`src/design/tagged_value_table_macros.svh`:
```
// assertion macros for the tagged value table
`ifndef TAGGED_VALUE_TABLE_MACROS_SVH
`define TAGGED_VALUE_TABLE_MACROS_SVH

`ifndef SYNTHESIS

// same-cycle implication
`define TVT_ASSERT_NOW(name, clk, rst_n, ante, cons) \
    name: assert property (@(posedge clk) disable iff (!rst_n) (ante) |-> (cons)) \
        else $error("tagged_value_table: check failed");

// next-cycle implication
`define TVT_ASSERT_NEXT(name, clk, rst_n, ante, cons) \
    name: assert property (@(posedge clk) disable iff (!rst_n) (ante) |=> (cons)) \
        else $error("tagged_value_table: check failed");

`else

`define TVT_ASSERT_NOW(name, clk, rst_n, ante, cons)
`define TVT_ASSERT_NEXT(name, clk, rst_n, ante, cons)

`endif

`endif

```
`src/design/tvt_pkg.sv`:
```
`default_nettype none

package tvt_pkg;

    localparam int TABLE_DEPTH_DEF = 16;
    localparam int DATA_W          = 64;

    localparam logic [DATA_W-1:0] U64_MAX = {DATA_W{1'b1}};

    // request opcodes
    typedef enum logic [2:0] {
        OP_SET      = 3'd0,
        OP_ADD      = 3'd1,
        OP_CLEAR    = 3'd2,
        OP_LOOKUP   = 3'd3,
        OP_SNAPSHOT = 3'd4,
        OP_FLUSH    = 3'd5
    } t_opcode;

    // result status codes
    typedef enum logic [1:0] {
        ST_DONE    = 2'd0,
        ST_FOUND   = 2'd1,
        ST_NONE    = 2'd2,
        ST_REFUSED = 2'd3
    } t_status;

    // request sequencer
    typedef enum logic [1:0] {
        S_IDLE,
        S_SCAN,
        S_FINISH
    } t_state;

    // one slot of the table memory
    typedef struct packed {
        logic [DATA_W-1:0] key;
        logic [DATA_W-1:0] value;
        logic              present;
    } t_slot;

    // add that sticks at the all-ones value
    function automatic logic [DATA_W-1:0] sat_add(input logic [DATA_W-1:0] a,
                                                  input logic [DATA_W-1:0] b);
        logic [DATA_W:0] sum;
        sum = {1'b0, a} + {1'b0, b};
        return sum[DATA_W] ? U64_MAX : sum[DATA_W-1:0];
    endfunction

endpackage

`default_nettype wire

```
`src/design/tvt_ram.sv`:
```
`default_nettype none

module tvt_ram #(
    parameter  int WIDTH = 8,
    parameter  int DEPTH = 16,
    localparam int AW    = $clog2(DEPTH)
) (
    input  wire logic             i_clk,
    input  wire logic             i_we,
    input  wire logic [AW-1:0]    i_waddr,
    input  wire logic [WIDTH-1:0] i_wdata,
    input  wire logic             i_re,
    input  wire logic [AW-1:0]    i_raddr,
    output      logic [WIDTH-1:0] o_rdata
);

    logic [WIDTH-1:0] r_mem [DEPTH];
    logic [WIDTH-1:0] r_rdata;

    // write port
    always_ff @(posedge i_clk) begin
        if (i_we) begin
            r_mem[i_waddr] <= i_wdata;
        end
    end

    // registered read, held while not enabled
    always_ff @(posedge i_clk) begin
        if (i_re) begin
            r_rdata <= r_mem[i_raddr];
        end
    end

    assign o_rdata = r_rdata;

endmodule

`default_nettype wire

```
`src/design/tagged_value_table.sv`:
```
// Tagged value table: up to TABLE_DEPTH (key, 64-bit value) slots held in one
// single-port-read, single-port-write memory. A new key takes the first cleared
// slot in use, else is appended at the end. Every request except flush and
// unused opcodes walks the slots in use from slot 0, one read per cycle through
// the memory read port unless a snapshot is paused, then posts its results; set,
// add and clear also do at most one write-back. Set, add, clear and lookup stop
// at the first slot whose key matches; a miss or a snapshot walks all slots in use.
// The final result also waits while an earlier result sits stalled in the output
// register, and a snapshot pauses while its results sit stalled at the output.
// One request is worked on at a time, and its write-back lands before the next
// request reads, so no forwarding is needed. The output register lets a new
// request be taken while the previous final result still waits.
`default_nettype none

`include "tagged_value_table_macros.svh"

module tagged_value_table #(
    parameter int TABLE_DEPTH = tvt_pkg::TABLE_DEPTH_DEF
) (
    input  wire logic        i_clk,
    input  wire logic        i_rst_n,
    // request channel
    input  wire logic        i_in_valid,
    output      logic        o_in_stall,
    input  wire logic [2:0]  i_opcode,
    input  wire logic [63:0] i_tag_key,
    input  wire logic [63:0] i_operand,
    // result channel
    output      logic        o_out_valid,
    input  wire logic        i_out_stall,
    output      logic [1:0]  o_status,
    output      logic [63:0] o_out_key,
    output      logic [63:0] o_out_value,
    output      logic        o_last
);

    localparam int IW = $clog2(TABLE_DEPTH);
    localparam int CW = $clog2(TABLE_DEPTH + 1);
    localparam int SW = $bits(tvt_pkg::t_slot);
    localparam int DW = tvt_pkg::DATA_W;

    tvt_pkg::t_state  r_state, n_state;
    logic [2:0]       r_op, n_op;
    logic [DW-1:0]    r_key, n_key;
    logic [DW-1:0]    r_operand, n_operand;
    logic [CW-1:0]    r_used, n_used;
    logic [CW-1:0]    r_rd_idx, n_rd_idx;
    logic             r_chk_valid, n_chk_valid;
    logic [IW-1:0]    r_chk_idx, n_chk_idx;
    logic             r_ent_valid, n_ent_valid;
    logic             r_ent_present, n_ent_present;
    logic [IW-1:0]    r_ent_idx, n_ent_idx;
    logic [DW-1:0]    r_ent_key, n_ent_key;
    logic [DW-1:0]    r_ent_value, n_ent_value;
    logic             r_free_valid, n_free_valid;
    logic [IW-1:0]    r_free_idx, n_free_idx;

    logic             r_out_valid, n_out_valid;
    tvt_pkg::t_status r_out_status, n_out_status;
    logic [DW-1:0]    r_out_key, n_out_key;
    logic [DW-1:0]    r_out_value, n_out_value;
    logic             r_out_last, n_out_last;

    logic             out_free;
    logic             emit;
    tvt_pkg::t_status emit_status;
    logic [DW-1:0]    emit_key;
    logic [DW-1:0]    emit_value;
    logic             emit_last;
    logic             scan_hold;
    logic             key_hit;

    logic             ram_we;
    logic [IW-1:0]    ram_waddr;
    tvt_pkg::t_slot   ram_wdata;
    logic             ram_re;
    tvt_pkg::t_slot   ram_rdata;
    logic [SW-1:0]    ram_rdata_raw;

    // slot memory
    tvt_ram #(
        .WIDTH (SW),
        .DEPTH (TABLE_DEPTH)
    ) u_slot_ram (
        .i_clk   (i_clk),
        .i_we    (ram_we),
        .i_waddr (ram_waddr),
        .i_wdata (ram_wdata),
        .i_re    (ram_re),
        .i_raddr (r_rd_idx[IW-1:0]),
        .o_rdata (ram_rdata_raw)
    );

    assign ram_rdata = tvt_pkg::t_slot'(ram_rdata_raw);

    // output register can take a transaction this cycle
    assign out_free   = !r_out_valid || !i_out_stall;
    assign o_in_stall = (r_state != tvt_pkg::S_IDLE);
    assign key_hit    = (ram_rdata.key == r_key);

    // a snapshot entry that needs to push out the pending one waits for room
    assign scan_hold = r_chk_valid && (r_op == tvt_pkg::OP_SNAPSHOT) && ram_rdata.present
                       && r_ent_valid && !out_free;

    // sequencer: next state, memory access and result generation
    always_comb begin
        n_state       = r_state;
        n_op          = r_op;
        n_key         = r_key;
        n_operand     = r_operand;
        n_used        = r_used;
        n_rd_idx      = r_rd_idx;
        n_chk_valid   = r_chk_valid;
        n_chk_idx     = r_chk_idx;
        n_ent_valid   = r_ent_valid;
        n_ent_present = r_ent_present;
        n_ent_idx     = r_ent_idx;
        n_ent_key     = r_ent_key;
        n_ent_value   = r_ent_value;
        n_free_valid  = r_free_valid;
        n_free_idx    = r_free_idx;

        emit        = 1'b0;
        emit_status = tvt_pkg::ST_DONE;
        emit_key    = '0;
        emit_value  = '0;
        emit_last   = 1'b1;

        ram_re    = 1'b0;
        ram_we    = 1'b0;
        ram_waddr = r_ent_idx;
        ram_wdata = '{key: r_key, value: r_operand, present: 1'b1};

        case (r_state)
            tvt_pkg::S_IDLE: begin
                if (i_in_valid) begin
                    n_op         = i_opcode;
                    n_key        = i_tag_key;
                    n_operand    = i_operand;
                    n_rd_idx     = '0;
                    n_chk_valid  = 1'b0;
                    n_ent_valid  = 1'b0;
                    n_free_valid = 1'b0;
                    if (i_opcode inside {tvt_pkg::OP_SET, tvt_pkg::OP_ADD, tvt_pkg::OP_CLEAR,
                                         tvt_pkg::OP_LOOKUP, tvt_pkg::OP_SNAPSHOT}) begin
                        n_state = tvt_pkg::S_SCAN;
                    end else begin
                        n_state = tvt_pkg::S_FINISH;
                    end
                end
            end

            tvt_pkg::S_SCAN: begin
                if (!scan_hold) begin
                    // issue the next read while slots in use remain
                    if (r_rd_idx < r_used) begin
                        ram_re      = 1'b1;
                        n_rd_idx    = CW'(r_rd_idx + 1'b1);
                        n_chk_valid = 1'b1;
                        n_chk_idx   = r_rd_idx[IW-1:0];
                    end else begin
                        n_chk_valid = 1'b0;
                    end

                    if (!r_chk_valid && (r_rd_idx >= r_used)) begin
                        n_state = tvt_pkg::S_FINISH;
                    end

                    // check the slot that came back from memory
                    if (r_chk_valid) begin
                        if (r_op == tvt_pkg::OP_SNAPSHOT) begin
                            if (ram_rdata.present) begin
                                if (r_ent_valid) begin
                                    emit        = 1'b1;
                                    emit_status = tvt_pkg::ST_FOUND;
                                    emit_key    = r_ent_key;
                                    emit_value  = r_ent_value;
                                    emit_last   = 1'b0;
                                end
                                n_ent_valid = 1'b1;
                                n_ent_key   = ram_rdata.key;
                                n_ent_value = ram_rdata.value;
                            end
                        end else if (key_hit) begin
                            n_ent_valid   = 1'b1;
                            n_ent_present = ram_rdata.present;
                            n_ent_idx     = r_chk_idx;
                            n_ent_value   = ram_rdata.value;
                            n_chk_valid   = 1'b0;
                            n_state       = tvt_pkg::S_FINISH;
                        end else if (!ram_rdata.present && !r_free_valid) begin
                            n_free_valid = 1'b1;
                            n_free_idx   = r_chk_idx;
                        end
                    end
                end
            end

            tvt_pkg::S_FINISH: begin
                if (out_free) begin
                    emit    = 1'b1;
                    n_state = tvt_pkg::S_IDLE;
                    case (r_op)
                        tvt_pkg::OP_SET, tvt_pkg::OP_ADD: begin
                            if (r_ent_valid) begin
                                ram_we    = 1'b1;
                                ram_waddr = r_ent_idx;
                                if ((r_op == tvt_pkg::OP_ADD) && r_ent_present) begin
                                    ram_wdata.value = tvt_pkg::sat_add(r_ent_value, r_operand);
                                end
                            end else if (r_free_valid) begin
                                ram_we    = 1'b1;
                                ram_waddr = r_free_idx;
                            end else if (r_used < CW'(TABLE_DEPTH)) begin
                                ram_we    = 1'b1;
                                ram_waddr = r_used[IW-1:0];
                                n_used    = CW'(r_used + 1'b1);
                            end else begin
                                emit_status = tvt_pkg::ST_REFUSED;
                            end
                        end
                        tvt_pkg::OP_CLEAR: begin
                            if (r_ent_valid) begin
                                ram_we    = 1'b1;
                                ram_waddr = r_ent_idx;
                                ram_wdata = '{key: r_key, value: r_ent_value, present: 1'b0};
                            end
                        end
                        tvt_pkg::OP_LOOKUP: begin
                            if (r_ent_valid && r_ent_present) begin
                                emit_status = tvt_pkg::ST_FOUND;
                                emit_value  = r_ent_value;
                            end else begin
                                emit_status = tvt_pkg::ST_NONE;
                            end
                        end
                        tvt_pkg::OP_SNAPSHOT: begin
                            if (r_ent_valid) begin
                                emit_status = tvt_pkg::ST_FOUND;
                                emit_key    = r_ent_key;
                                emit_value  = r_ent_value;
                            end else begin
                                emit_status = tvt_pkg::ST_NONE;
                            end
                        end
                        tvt_pkg::OP_FLUSH: begin
                            n_used = '0;
                        end
                        default: begin
                            emit_status = tvt_pkg::ST_DONE;
                        end
                    endcase
                end
            end

            default: begin
                n_state = tvt_pkg::S_IDLE;
            end
        endcase
    end

    // output register
    always_comb begin
        n_out_valid  = r_out_valid && i_out_stall;
        n_out_status = r_out_status;
        n_out_key    = r_out_key;
        n_out_value  = r_out_value;
        n_out_last   = r_out_last;
        if (emit) begin
            n_out_valid  = 1'b1;
            n_out_status = emit_status;
            n_out_key    = emit_key;
            n_out_value  = emit_value;
            n_out_last   = emit_last;
        end
    end

    // control state
    always_ff @(posedge i_clk) begin
        if (!i_rst_n) begin
            r_state      <= tvt_pkg::S_IDLE;
            r_used       <= '0;
            r_chk_valid  <= 1'b0;
            r_ent_valid  <= 1'b0;
            r_free_valid <= 1'b0;
            r_out_valid  <= 1'b0;
        end else begin
            r_state      <= n_state;
            r_used       <= n_used;
            r_chk_valid  <= n_chk_valid;
            r_ent_valid  <= n_ent_valid;
            r_free_valid <= n_free_valid;
            r_out_valid  <= n_out_valid;
        end
    end

    // request and result payload
    always_ff @(posedge i_clk) begin
        r_op          <= n_op;
        r_key         <= n_key;
        r_operand     <= n_operand;
        r_rd_idx      <= n_rd_idx;
        r_chk_idx     <= n_chk_idx;
        r_ent_present <= n_ent_present;
        r_ent_idx     <= n_ent_idx;
        r_ent_key     <= n_ent_key;
        r_ent_value   <= n_ent_value;
        r_free_idx    <= n_free_idx;
        r_out_status  <= n_out_status;
        r_out_key     <= n_out_key;
        r_out_value   <= n_out_value;
        r_out_last    <= n_out_last;
    end

    assign o_out_valid = r_out_valid;
    assign o_status    = r_out_status;
    assign o_out_key   = r_out_key;
    assign o_out_value = r_out_value;
    assign o_last      = r_out_last;

    // checks
    `TVT_ASSERT_NOW(a_we_only_at_finish, i_clk, i_rst_n, ram_we,
        (r_state == tvt_pkg::S_FINISH) && (r_op != tvt_pkg::OP_SNAPSHOT)
        && (r_op != tvt_pkg::OP_LOOKUP))
    `TVT_ASSERT_NEXT(a_finish_returns_idle, i_clk, i_rst_n,
        (r_state == tvt_pkg::S_FINISH) && out_free,
        (r_state == tvt_pkg::S_IDLE) && r_out_valid && r_out_last)
    `TVT_ASSERT_NEXT(a_used_steps, i_clk, i_rst_n, 1'b1,
        (r_used == $past(r_used)) || (r_used == $past(r_used) + 1'b1) || (r_used == '0))
    `TVT_ASSERT_NOW(a_used_bound, i_clk, i_rst_n, 1'b1, r_used <= CW'(TABLE_DEPTH))

endmodule

`default_nettype wire

```
`config.mk`:
```
export PLATFORM = sky130hd
export DESIGN_NAME = tagged_value_table
export DESIGN_NICKNAME = d
export VERILOG_FILES = /design/src/design/tvt_pkg.sv /design/src/design/tvt_ram.sv /design/src/design/tagged_value_table.sv
export VERILOG_INCLUDE_DIRS = /design/src /design/src/design
export SDC_FILE = /design/constraint.sdc
export NUM_CORES = 2
export LEC_CHECK = 0
export BUFFER_PORTS_ARGS = -buffer_cell sky130_fd_sc_hd__buf_2
export CAP_MARGIN = 0
export CORE_ASPECT_RATIO = 0.9
export CORE_MARGIN = 2
export CORE_UTILIZATION = 40
export CTS_BUF_LIST = sky130_fd_sc_hd__clkbuf_4 sky130_fd_sc_hd__clkbuf_8
export DETAILED_ROUTE_END_ITERATION = 7
export RECOVER_POWER = 100
export SLEW_MARGIN = 15
export SYNTH_ARGS = -nofsm -noshare
export SYNTH_HDL_FRONTEND = slang
export SYNTH_HIERARCHICAL = 1
export SYNTH_SLANG_ARGS = --single-unit
```
`constraint.sdc`:
```
create_clock -name i_clk -period 43.1 [get_ports i_clk]
set_input_delay 4.31 -clock i_clk [delete_from_list [all_inputs] [get_ports i_clk]]
set_output_delay 4.31 -clock i_clk [all_outputs]
set_load 0.005 [all_outputs]
```
==> flow_summary.yaml <==
status:
  status: "finished with violations"
  failed_checks: "capacitance limit, slew limit"
logic_synthesis:
  synth.cell_area_sq_um: 102100
  synth-simple-area-share_pct: 3.133
  synth_top_family_by_area: "multiplexers"
  yosysWarnings: 6
  synthArstFlopShare_pct: 0
  synth.avg_cell_area_sq_um: 20.30
  synth_xor_area_share_pct: 1.115
  ys_seq_area_share_pct: 76.72
  syn_inst: 5030
  synth-compound-area-share_pct: 5.088
  synth_nets: 5240
  synth-adder-area-share_pct: 0.9265
  synth-edff-count: 2601
  synth_ff_type: "edfxtp_1"
  muxShareOfSynthArea_pct: 11.64
  yosys_register_bits: 2612
  synthDistinctLibCells: 75
placed_design:
  place_congestion: 0.9074
  dp_cells: 8522
  dp_hpwl_mm: 152.5
  io_buffers: 267
clocking:
  holdBufCountCts: 0
  clock_path_buffers: 4
  clk_pin_slew_ns: 0.07
  clock-sinks: 2612
  cts_tree: "done"
  cts_setup_buffers: 0
  cts_buffers: 406
  ctsResizeCount: 0
  cts_root_buf: "clkbuf_8"
  clk-insertion-delay-late_ns: 1.01
  htree_num_levels: 5
worst_setup_path:
  critPathRequiredTime_ns: 43.38
  start_kind: "input pin"
  cpMostUsedCell: "clkbuf_1"
  critPathCaptureType: "flop"
  path_max_fanout: 109
  r2r_setup_slack_ns: 27.18
  cp.arrival_ns: 16.81
  critPathTopFamily: "buffers and inverters"
  cp-startpoint: "i_out_stall"
  reg2reg_from: "r_rd_idx[1]"
  crit_type: "input pin to flop"
  max_stage_delay_ns: 6.80
  cp_slowest_cell: "clkbuf_1"
  crit_chain: "clkbuf_1 > nand2_1 > nand2_1 > clkbuf_1 > nor3_2 > clkbuf_1 > nand2_1 > nor2_1 > a22oi_1 > o21ai_0 > nand2b_1 > nor2_1 > clkbuf_1"
  path_buf_inv: 4
die:
  die_w_um: 536.5
  io_pins: 268
  start_util_pct: 40.30
  die_area_sq_um: 259300
  die_h_um: 483.3
  rows: 175
  core_region_area_sq_um: 253300
power_and_ir_drop:
  power.leakage_uw: 0.03622
  p_per_area_nw_per_um2: 59.71
  ir_drop_mv: 0.05416
detailed_routing:
  drc: 0
  viasPerCell: 5.746
  dr.first_iter.drc_count: 6231
  firstDrtPassIters: 5
  vias: 53130
  ant_nets: 0
  wl_per_cell_um: 29.06
  wirelength_mm: 268.7
hold_path:
  hold_start: "u_slot_ram/o_rdata[56]"
  min_path_type: "flop to flop"
timing:
  drv_slew: 3608
  worstMarginPinSlew_ns: 11.58
  fmax_mhz: 60.50
  period_needed_ns: 16.53
  setup_viol: 0
  rsz0062_at_grt: "false"
  fin_tns_setup_ns: 0
  clock_skew_ns: 0.09232
  period_share_pct: 38.35
  relSlewSlack_pct: -672.0
  final-hold-violation-count: 0
global_route:
  grt_use_total_pct: 20.30
  antenna_found_initial: 13
  grt_overflow: 0
  use_met2_pct: 30.35
  grt_pass1_vias: 53160
  use_met3_pct: 3.451
  busiest_layer: "met1"
  grt_pass1_wl_mm: 383.8
  grt_start_max_net_pins: 134
  gr-usage-met1_pct: 30.84
cells_and_area:
  final_nets: 5779
  drive_gt1_share_pct: 23.26
  finalNonFillerCells: 9246
  area_delta_synth_final_pct: 12.09
flow_run:
  maxCapViolations: 75
cell families (layout without fill, tap and decap cells):
| family | after synthesis | after routing |
|---|---|---|
| AO/OA/AOI/OAI | 713 | 713 |
| adder cells (fa/ha/maj) | 75 | 75 |
| XOR/XNOR | 130 | 130 |
| buffers and inverters | 284 | 1131 |
| flip-flops | 2612 | 2612 |
| other | 0 | 6 |
| AND/OR/NAND/NOR | 644 | 644 |
| multiplexers | 572 | 572 |
per-stage QoR:
stage	area [sq um]	setup slack, ns	util [%]	power, uW	hold slack (ns)
after floorplan	102100	24.91	-	4267	0.4003
after global placement	107600	32.95	42.47	4772	0.4008
after detailed placement	107600	32.97	42.47	4785	0.4045
after CTS	115300	34.01	45.50	6790	0.3798
after global routing	114400	25.91	45.17	7111	0.4018
final	114400	26.57	45.17	6833	0.3914
cell usage after synthesis, drive strengths merged (5+ instances only):
cell	n	share of area, %
o21bai	17	0.13
and2	138	0.85
xnor2	35	0.30
nand3	24	0.12
o22ai	7	0.043
o21ai	99	0.49
nor2b	28	0.17
nor3	16	0.078
o22a	5	0.043
edfxtp	2601	77
a21boi	5	0.037
ha	74	0.91
a211oi	6	0.044
nor4	21	0.13
a221o	10	0.098
and4	7	0.060
a21o	43	0.32
inv	33	0.12
nand2	211	0.78
clkbuf	112	0.41
o221ai	42	0.36
a31oi	15	0.092
a22oi	253	2.1
dfxtp	11	0.22
mux2i	32	0.31
a21oi	125	0.61
o31ai	9	0.091
mux4	487	11
nor2	117	0.43
o21a	8	0.059
or3	5	0.031
buf	138	0.84
mux2	53	0.58
xor2	95	0.81
nand3b	6	0.044
nand4	25	0.15
or2	6	0.037
a221oi	25	0.23
nand2b	18	0.11
and3	15	0.092
o211ai	13	0.096
path summary, 6_finish.rpt:
kind,endpoint,cells after the start
worst max-delay path,u_slot_ram/r_mem[2][82],13
worst min register to register,r_ent_value[55],0
worst max register to register,u_slot_ram/o_rdata[119],6
worst min-delay path,r_ent_value[55],0
power breakdown:
| group | total [uW] | leakage, uW | switching, uW | internal, uW |
|---|---|---|---|---|
| registers | 3160 | 0.0238 | 105 | 3060 |
| logic | 1670 | 0.00841 | 934 | 733 |
| clock network | 2000 | 0.00405 | 958 | 1050 |
| total | 6830 | 0.0362 | 2000 | 4840 |
final cells by class:
| cell class | instances | area [sq um] |
|---|---|---|
| Fill cell | 21560 | 138900 |
| Sequential cell | 2612 | 78330 |
| Multi-Input combinational cell | 2134 | 22320 |
| Clock buffer | 534 | 6568 |
| Tap cell | 3363 | 4208 |
| Timing Repair Buffer | 381 | 1752 |
| Clock inverter | 182 | 1119 |
| Inverter | 34 | 128.9 |
| Antenna cell | 6 | 15.01 |
per-layer routing:
metal,vias up,wire length (um)
met2,2459,120800
li1,21950,-
met4,2,5985
met5,-,12
met3,379,22130
met1,28330,119700
placed cells by master, fill, tap and decap left out, drive strengths merged, types with 24 or more instances in the layout:
| cell | n |
|---|---|
| nor2 | 117 |
| and2 | 138 |
| mux2 | 53 |
| nand4 | 25 |
| inv | 42 |
| a221oi | 25 |
| a21o | 43 |
| a22oi | 253 |
| ha | 74 |
| mux4 | 487 |
| clkbuf | 748 |
| xor2 | 95 |
| clkinv | 150 |
| buf | 167 |
| mux2i | 32 |
| o21ai | 99 |
| nor2b | 28 |
| a21oi | 125 |
| nand3 | 24 |
| xnor2 | 35 |
| o221ai | 42 |
| nand2 | 211 |
| edfxtp | 2601 |
worst register-to-register path: stages (launching register included):
cell and delay [ns]:
edfxtp_1 0.32, clkbuf_1 4.79, clkbuf_1 1.95, clkbuf_1 6.19, nand2_1 1.46, o221ai_1 0.82
o22a_1 0.28
sequential cells by signal, summed over array words and instances (netlist names):
name and flops:
o_out_valid 1, r_free_idx 4, r_chk_valid 1, o_status 2
r_ent_valid 1, r_key 64, o_out_key 64, r_op 3
r_free_valid 1, r_rd_idx 5, r_ent_key 64, r_used 5
u_slot_ram/o_rdata 129, r_ent_idx 4, r_operand 64, o_out_value 64
r_ent_present 1, r_ent_value 64, r_chk_idx 4, r_state 2
u_slot_ram/r_mem 2064, o_last 1
(Power assumes the default switching activity.)
